$ cat src/hw/rtl/obtmf_pkg.sv
package obtmf_pkg;

    localparam int MAX_BAR_LEN_DEF   = 8;
    localparam int MAX_WIDTH_DEF     = 1024;
    localparam int NUM_TEMPLATES_DEF = 32;
    localparam int MAX_HEIGHT        = 1024;
    localparam int CFG_W             = 11;
    localparam int SUM_W             = 34;

    localparam logic [7:0] SAT_VAL = 8'd255;

    typedef enum logic [1:0] {
        REQ_PIXEL = 2'd0,
        REQ_COEF  = 2'd1,
        REQ_COUNT = 2'd2,
        REQ_NONE  = 2'd3
    } req_t;

    localparam logic [1:0] CFG_BAR    = 2'd0;
    localparam logic [1:0] CFG_WIDTH  = 2'd1;
    localparam logic [1:0] CFG_HEIGHT = 2'd2;

    typedef enum logic [3:0] {
        ST_IDLE,
        ST_LOAD,
        ST_PIX,
        ST_MAC,
        ST_MAC_END,
        ST_DIV_START,
        ST_DIV,
        ST_REDUCE,
        ST_OUT
    } state_t;

    // controller -> datapath
    typedef struct packed {
        logic take_in;
        logic do_load;
        logic do_pix;
        logic mac_clear;
        logic mac_step;
        logic div_start;
        logic div_step;
        logic reduce;
        logic next_tmpl;
        logic out_load;
    } dp_cmd_t;

    // datapath -> controller
    typedef struct packed {
        logic is_pixel;
        logic is_border;
        logic win_last;
        logic tmpl_last;
        logic div_done;
        logic div_bypass;
    } dp_stat_t;

endpackage

$ cat src/hw/rtl/obtmf_ctrl.sv
module obtmf_ctrl
    import obtmf_pkg::*;
(
    input  logic     clk,
    input  logic     rst_n,
    input  logic     in_valid,
    output logic     in_ready,
    input  logic     out_busy,
    input  dp_stat_t stat,
    output dp_cmd_t  cmd
);

    state_t state_reg, state_next;

    always_ff @(posedge clk or negedge rst_n)
    begin
        if (!rst_n)
        begin
            state_reg <= ST_IDLE;
        end
        else
        begin
            state_reg <= state_next;
        end
    end

    always_comb
    begin
        state_next = state_reg;
        cmd        = '0;
        in_ready   = 1'b0;
        case (state_reg)
            ST_IDLE:
            begin
                in_ready = 1'b1;
                if (in_valid)
                begin
                    cmd.take_in = 1'b1;
                    state_next  = ST_LOAD;
                end
            end
            ST_LOAD:
            begin
                if (stat.is_pixel)
                begin
                    state_next = ST_PIX;
                end
                else
                begin
                    cmd.do_load = 1'b1;
                    state_next  = ST_IDLE;
                end
            end
            ST_PIX:
            begin
                // store the pixel, then walk windows unless on the border
                cmd.do_pix    = 1'b1;
                cmd.mac_clear = 1'b1;
                state_next    = stat.is_border ? ST_OUT : ST_MAC;
            end
            ST_MAC:
            begin
                cmd.mac_step = 1'b1;
                if (stat.win_last)
                begin
                    state_next = ST_MAC_END;
                end
            end
            ST_MAC_END:
            begin
                // let the last product land in the accumulator
                state_next = ST_DIV_START;
            end
            ST_DIV_START:
            begin
                cmd.div_start = 1'b1;
                state_next    = stat.div_bypass ? ST_REDUCE : ST_DIV;
            end
            ST_DIV:
            begin
                cmd.div_step = 1'b1;
                if (stat.div_done)
                begin
                    state_next = ST_REDUCE;
                end
            end
            ST_REDUCE:
            begin
                cmd.reduce = 1'b1;
                if (stat.tmpl_last)
                begin
                    state_next = ST_OUT;
                end
                else
                begin
                    cmd.next_tmpl = 1'b1;
                    cmd.mac_clear = 1'b1;
                    state_next    = ST_MAC;
                end
            end
            ST_OUT:
            begin
                if (!out_busy)
                begin
                    cmd.out_load = 1'b1;
                    state_next   = ST_IDLE;
                end
            end
            default:
            begin
                state_next = ST_IDLE;
            end
        endcase
    end

`ifndef ASSERT_OFF
    a_ready_idle: assert property (@(posedge clk) disable iff (!rst_n)
        in_ready |-> state_reg == ST_IDLE)
        else $error("ready outside idle");
    a_out_idle: assert property (@(posedge clk) disable iff (!rst_n)
        cmd.out_load |=> state_reg == ST_IDLE)
        else $error("output load did not return to idle");
    a_take: assert property (@(posedge clk) disable iff (!rst_n)
        cmd.take_in |=> state_reg == ST_LOAD)
        else $error("accepted beat not loaded");
`endif

endmodule

$ cat config.mk
export PLATFORM = sky130hd
export DESIGN_NAME = obtmf_ctrl
export DESIGN_NICKNAME = d
export VERILOG_FILES = /design/src/hw/rtl/obtmf_pkg.sv /design/src/hw/rtl/obtmf_ctrl.sv
export SDC_FILE = /design/constraint.sdc
export NUM_CORES = 1
export LEC_CHECK = 0
export BUFFER_PORTS_ARGS = -buffer_cell sky130_fd_sc_hd__buf_4
export CAP_MARGIN = 20
export CORE_AREA = 2 2 39 41
export DETAILED_ROUTE_END_ITERATION = 6
export DIE_AREA = 0 0 41 43
export SKIP_LAST_GASP = 1
export SLEW_MARGIN = 20
export SYNTH_ARGS = -nofsm -noshare
export SYNTH_HDL_FRONTEND = slang
export SYNTH_SLANG_ARGS = --single-unit
$ cat constraint.sdc
create_clock -name clk -period 1.2 [get_ports clk]
set_input_delay 0.12 -clock clk [delete_from_list [all_inputs] [get_ports clk]]
set_output_delay 0.12 -clock clk [all_outputs]
set_load 0.01 [all_outputs]
==> results.ini, run 1 <==
[status]
status=finished with violations
violations=negative setup slack

[power]
ir_worst_vdd_mv=1.10
fin_total_pwr_mw=2.45
p_leak_nw=0.432
power_density_nw_per_um2=2620

[synthesis]
yosys.area.top_type=dfrtp_1
syn_avg_cell_area_um2=7.90
synth_seq_cells=4
ys_types=24
syn-instance-count=48
synth_top_area_share=0.264
ys_seq_area_frac=0.264
syn-num-nets=58
yosys_warnings=0
synth_top_cells_by_area=dfrtp_1 (26%), nor3_2 (11%), nand2b_1 (6.6%), nor2_1 (5.9%), nor3b_1 (5.9%)
syn_area_um2=379

[place]
hpwlAfterDp_um=856
portBuffers=20
gp_congestion=0.811

[critical_path]
critPathKind=reg2out
crit_family=simple AND/OR/NAND/NOR gates
critPathCaptureType=output pin
cp_max_fo=5
crit_required_ns=1.08
cp.arrival_ns=1.32
crit_buf_inv=2
worstSetupStartpointType=flip-flop
cp_cell_sequence=buf_6, nor4_4, and2_1, buf_4
critPathMaxStageDelay_ns=0.39
slowest_stage=dfrtp_1

[layout]
fill_cells=100
postLayoutCoreUtil=0.675
syn_to_final_growth_pct=146
diodes=0
largest_reg_flops=4
drive_above_1_share=0.787
nets=106

[global_route]
grt_use_met2=0.256
antenna_found_initial=0
grt_usage=0.160
use_met1=0.192
use_met3=0.0157
grt_max_degree=8
grt-busiest-layer=met2
grt.overflow.total=0
grt_pass1_wl_mm=1.86
first_global_vias=444

[sta]
hold_viol=0
rsz0062_at_grt=true
worst_pin_slew_ns=0.231
maxSlewViolCount=0
setup_viol=14
min_period_over_period=1.20
timing.fmax_mhz=697
fin_ws_ns=-0.235
finClkSkew_ns=0.00171
relSlewSlack=0.845
period_needed_ns=1.44

[detailed_routing]
drc=0
via_per_inst=4.78
wirelength_mm=1.43
drtIter0Drc=4
ant_nets=0
dr.pass1.iters=4
vias=526
avgRoutedWirePerCell_um=13.0

[floorplanning]
row_count=14
boundaryPins=21
die_area_um2=1760
die_w_um=41
dieHeight_um=43
initial_core_util=0.274
coreArea_um2=1380

[cts]
ctsRootBufferMaster=clkbuf_4
h-tree-depth=1
clkLatencyLatePin_ns=0.23
path_clk_slew_ns=0.04
numCtsBuffers=3
cts_tree=done
clock_sinks=4
clockBufferDepth=2

[hold_path]
hold_path.class=in2reg

[run]
maxCapViolCount=0

==> Yosys cell counts (all sizes together) <==
master,instances
nor3,4
buf,3
dfrtp,4
inv,2
and2b,2
a22oi,1
nor2,6
nand2b,4
nand3,1
and2,1
nor4,2
or2,1
o311ai,1
o22ai,1
nor3b,3
nand2,6
o21ai,2
a21oi,4
==> routing by layer <==
| metal | wire [um] | vias up |
|---|---|---|
| met5 | 0 | - |
| met2 | 775 | 17 |
| met1 | 583 | 245 |
| met4 | 15 | 0 |
| met3 | 55 | 2 |
| li1 | - | 262 |
==> layout make-up <==
class	count	area, um2	share of cell area
Clock buffer	3	22.5	0.0241
Inverter	2	10.0	0.0107
Multi-Input combinational cell	39	377	0.403
Sequential cell	4	104	0.111
Tap cell	16	20.0	0.0214
Timing Repair Buffer	46	400	0.429
==> power by group <==
part / leakage, nW / internal, mW / switching, mW
registers: 0.0474 / 0.206 / 0.102
clock network: 0.0138 / 0.111 / 0.0492
logic: 0.370 / 1.12 / 0.859
==> cells in the final DEF (no fill, tap or decap), drive strengths merged <==
cell | netlist | routed
buf | 3 | 45
or2 | 1 | 1
nand3 | 1 | 1
dfrtp | 4 | 4
a21oi | 4 | 4
o21ai | 2 | 2
dlygate4sd3 | 0 | 1
o22ai | 1 | 1
nand2 | 6 | 6
inv | 2 | 2
o311ai | 1 | 1
nor3 | 4 | 4
nor3b | 3 | 3
a22oi | 1 | 1
and2b | 2 | 2
nor2 | 6 | 6
clkbuf | 0 | 3
and2 | 1 | 1
nand2b | 4 | 4
nor4 | 2 | 2
==> worst paths after layout <==
check	startpoint	endpoint	slack, ns	depth (start not counted)
worst max-delay path	state_reg[0]	cmd[9]	-0.24	4
worst min register to register	state_reg[3]	state_reg[2]	0.71	3
worst min-delay path	out_busy	state_reg[3]	0.12	3
min in group asynchronous	rst_n	state_reg[2]	0.24	2
max in group asynchronous	rst_n	state_reg[1]	0.84	2
worst max register to register	state_reg[1]	state_reg[3]	-0.17	6
==> cells by family after synthesis <==
| logic type | synth area share |
|---|---|
| AND/OR/NAND/NOR | 0.498 |
| AO/OA/AOI/OAI | 0.155 |
| flip-flops | 0.264 |
| buffers and inverters | 0.0825 |
==> stage by stage <==
stage               cell area (um2)  worst slack, ns  setup TNS (ns)  instances  hold slack [ns]
finish                          933           -0.235           -2.03        110            0.122
detailed placement              601          -0.0137         -0.0142         89          -0.0802
floorplan                       394           0.0190               0         48           -0.176
global placement                601          -0.0432         -0.0432         89          -0.0817
global route                    933           -0.306           -2.84        110            0.135
CTS                             797           -0.250           -1.73        104            0.114
==> worst register-to-register path: cells and delay by family (launching register included) <==
family                 cells  cell delay (ns)
DFF                        1             0.48
and+or+nand+nor            3             0.33
buffers and inverters      2             0.25
AOI/OAI and AO/OA          1             0.19
==> what timing repair did <==
item,4_1_cts,5_1_grt
endpoints found under the hold margin,4,0
setup buffers,11,6
hold buffers,1,0
pin swaps,11,14
gates resized for setup,19,21
setup endpoints to repair,12,15
(Power assumes the default switching activity.)
==> run 2, diff against run 1 <==
- CELL_PAD_IN_SITES_DETAIL_PLACEMENT: default -> 1
- CELL_PAD_IN_SITES_GLOBAL_PLACEMENT: default -> 2
- CORE_AREA: 2 2 39 41 -> default
- CORE_MARGIN: default -> 2
- CORE_UTILIZATION: default -> 21
- DIE_AREA: 0 0 41 43 -> default
- PLACE_DENSITY_LB_ADDON: default -> 0.1
==> results.ini, run 2 (synthesized netlist as in run 1, its figures left out) <==
[status]
status=finished with violations
violations=negative setup slack

[power]
p_sw_frac=0.396  ; -0.0173
internal-power_mw=1.32  ; -7.8%
switching_power_uw=867  ; -14%
p_seq_frac=0.145  ; +0.019
p_leak_nw=0.375  ; -13%
ir_worst_vdd_mv=1.04  ; -5.3%
p_clk_frac=0.075  ; +0.009
comb_power_share=0.780  ; -0.028
power_density_nw_per_um2=2640  ; +0.89%

[sta]
period_needed_ns=1.45  ; +0.0184 ns
setup_viol=14  ; unchanged
fin_ws_ns=-0.253  ; -0.0184 ns
timing.fmax_mhz=688  ; -1.3%
relSlewSlack=0.832  ; -0.0129
min_period_over_period=1.21  ; +0.0154
finClkSkew_ns=0.00270  ; +0.000994 ns
rsz0062_at_grt=true
hold_viol=0  ; unchanged
maxSlewViolCount=0  ; unchanged
hold_ws_ns=0.168  ; +0.0457 ns
worst_pin_slew_ns=0.248  ; +0.0171 ns

[layout]
syn_to_final_growth_pct=118
nets=97  ; -8.5%
finalInstanceArea_um2=828  ; -11%
final_cells=110  ; unchanged
seq_area_um2=103  ; -1.2%
final_common_cell=buf_4
multi_input_area_um2=305  ; -19%
drive_above_1_share=0.647  ; -0.140
largest_reg_flops=4  ; unchanged
postLayoutCoreUtil=0.485  ; -0.190
fill_cells=213  ; +110%
diodes=0  ; unchanged
most-common-layout-cells=buf_4 (28), nor2_1 (5), nand2_1 (5), a21oi_1 (4), buf_12 (4)

[critical_path]
critPathKind=reg2out
cp_max_fo=5  ; unchanged
cp.arrival_ns=1.33  ; about the same
crit_required_ns=1.08  ; about the same
critPathCaptureType=output pin
worstSetupStartpointType=flip-flop

[cts]
h-tree-depth=1  ; unchanged
clockBufferDepth=2  ; unchanged
path_clk_slew_ns=0.03  ; about the same
clkLatencyLatePin_ns=0.23  ; about the same
numCtsBuffers=3  ; unchanged
ctsRootBufferMaster=clkbuf_4
clock_sinks=4  ; unchanged
cts_tree=done

[floorplanning]
die_area_um2=2160  ; +23%
coreArea_um2=1710  ; +23%
row_count=15  ; +1
initial_core_util=0.222  ; -0.0520
dieHeight_um=46.5  ; +8.1%
boundaryPins=21  ; unchanged
die_w_um=46.5  ; +13%

[detailed_routing]
vias=490  ; -6.8%
wirelength_mm=1.46  ; +2.1%
dr.pass1.iters=4  ; unchanged
drtIter0Drc=5  ; +1
ant_nets=0  ; unchanged
avgRoutedWirePerCell_um=13.3  ; +2.1%
drc=0  ; unchanged
via_per_inst=4.45  ; -6.8%

[global_route]
first_global_vias=440  ; -0.90%
grt.overflow.total=0  ; unchanged
antenna_found_initial=0  ; unchanged
grt_max_degree=11  ; +3
grt_pass1_wl_mm=1.83  ; -1.9%
grt_usage=0.123  ; -0.0368

[place]
dp_slack_ns=-0.0419  ; -0.0282 ns
hpwlAfterDp_um=957  ; +12%
dp_cells=95  ; +6.7%
placed_cell_area_um2=627  ; +4.4%
gp_congestion=0.694  ; -14%
portBuffers=20  ; unchanged

[hold_path]
hold_path.class=in2reg

[run]
maxCapViolCount=0  ; unchanged

[run 2: worst paths after layout]
check | start | endpoint | slack (ns) | cells after the start
min | stat[4] | state_reg[3] | 0.17 | 3
max in group asynchronous | rst_n | state_reg[2] | 0.86 | 2
max | state_reg[2] | cmd[5] | -0.25 | 4
max reg2reg | state_reg[2] | state_reg[0] | -0.08 | 5
min in group asynchronous | rst_n | state_reg[0] | 0.23 | 2
min reg2reg | state_reg[3] | state_reg[2] | 0.64 | 2
[run 2: timing repair]
item / in CTS / in global routing
resized for setup: 4 / 10
hold buffers: 1 / 0
pin swaps: 0 / 6
setup endpoints to repair: 12 / 14
hold endpoints to repair: 4 / 0
setup buffers: 3 / 7
cloned: 0 / 1
[run 2: worst max-delay path: stages (launching register included)]
cell and delay (ns):
dfrtp_2 0.46, buf_12 0.16, buf_12 0.12, nor3_4 0.21, buf_4 0.16
[run 2: cell type report]
class	count	share of cell area
Sequential cell	4	0.124
Clock buffer	3	0.0272
Tap cell	25	0.0378
Multi-Input combinational cell	39	0.369
Timing Repair Buffer	37	0.434
Inverter	2	0.00906
[run 2: power by group through the flow]
| stage | Clock [mW] | Sequential [mW] | Combinational, mW |
|---|---|---|---|
| 2_1_floorplan | 0 | 0.253 | 0.686 |
| 3_3_place_gp | 0 | 0.300 | 1.15 |
| 3_5_place_dp | 0 | 0.299 | 1.14 |
| 4_1_cts | 0.168 | 0.311 | 1.26 |
| 5_1_grt | 0.177 | 0.335 | 1.82 |
| 6_report | 0.164 | 0.319 | 1.71 |
[run 2: metrics by stage]
step	TNS, ns	power [mW]
after detailed placement	-0.0419	1.44
after floorplan	0	0.938
after global placement	-0.0464	1.45
after global routing	-2.83	2.34
final	-1.89	2.19
after CTS	-1.64	1.74
[run 2: metal layers]
layer / vias to the layer above / wire length, um / track usage
li1: 241 / - / -
met1: 230 / 581 / 0.144
met2: 17 / 793 / 0.222
met3: 2 / 66 / 0.0157
met4: 0 / 17 / 0.0514
met5: - / 0 / 0
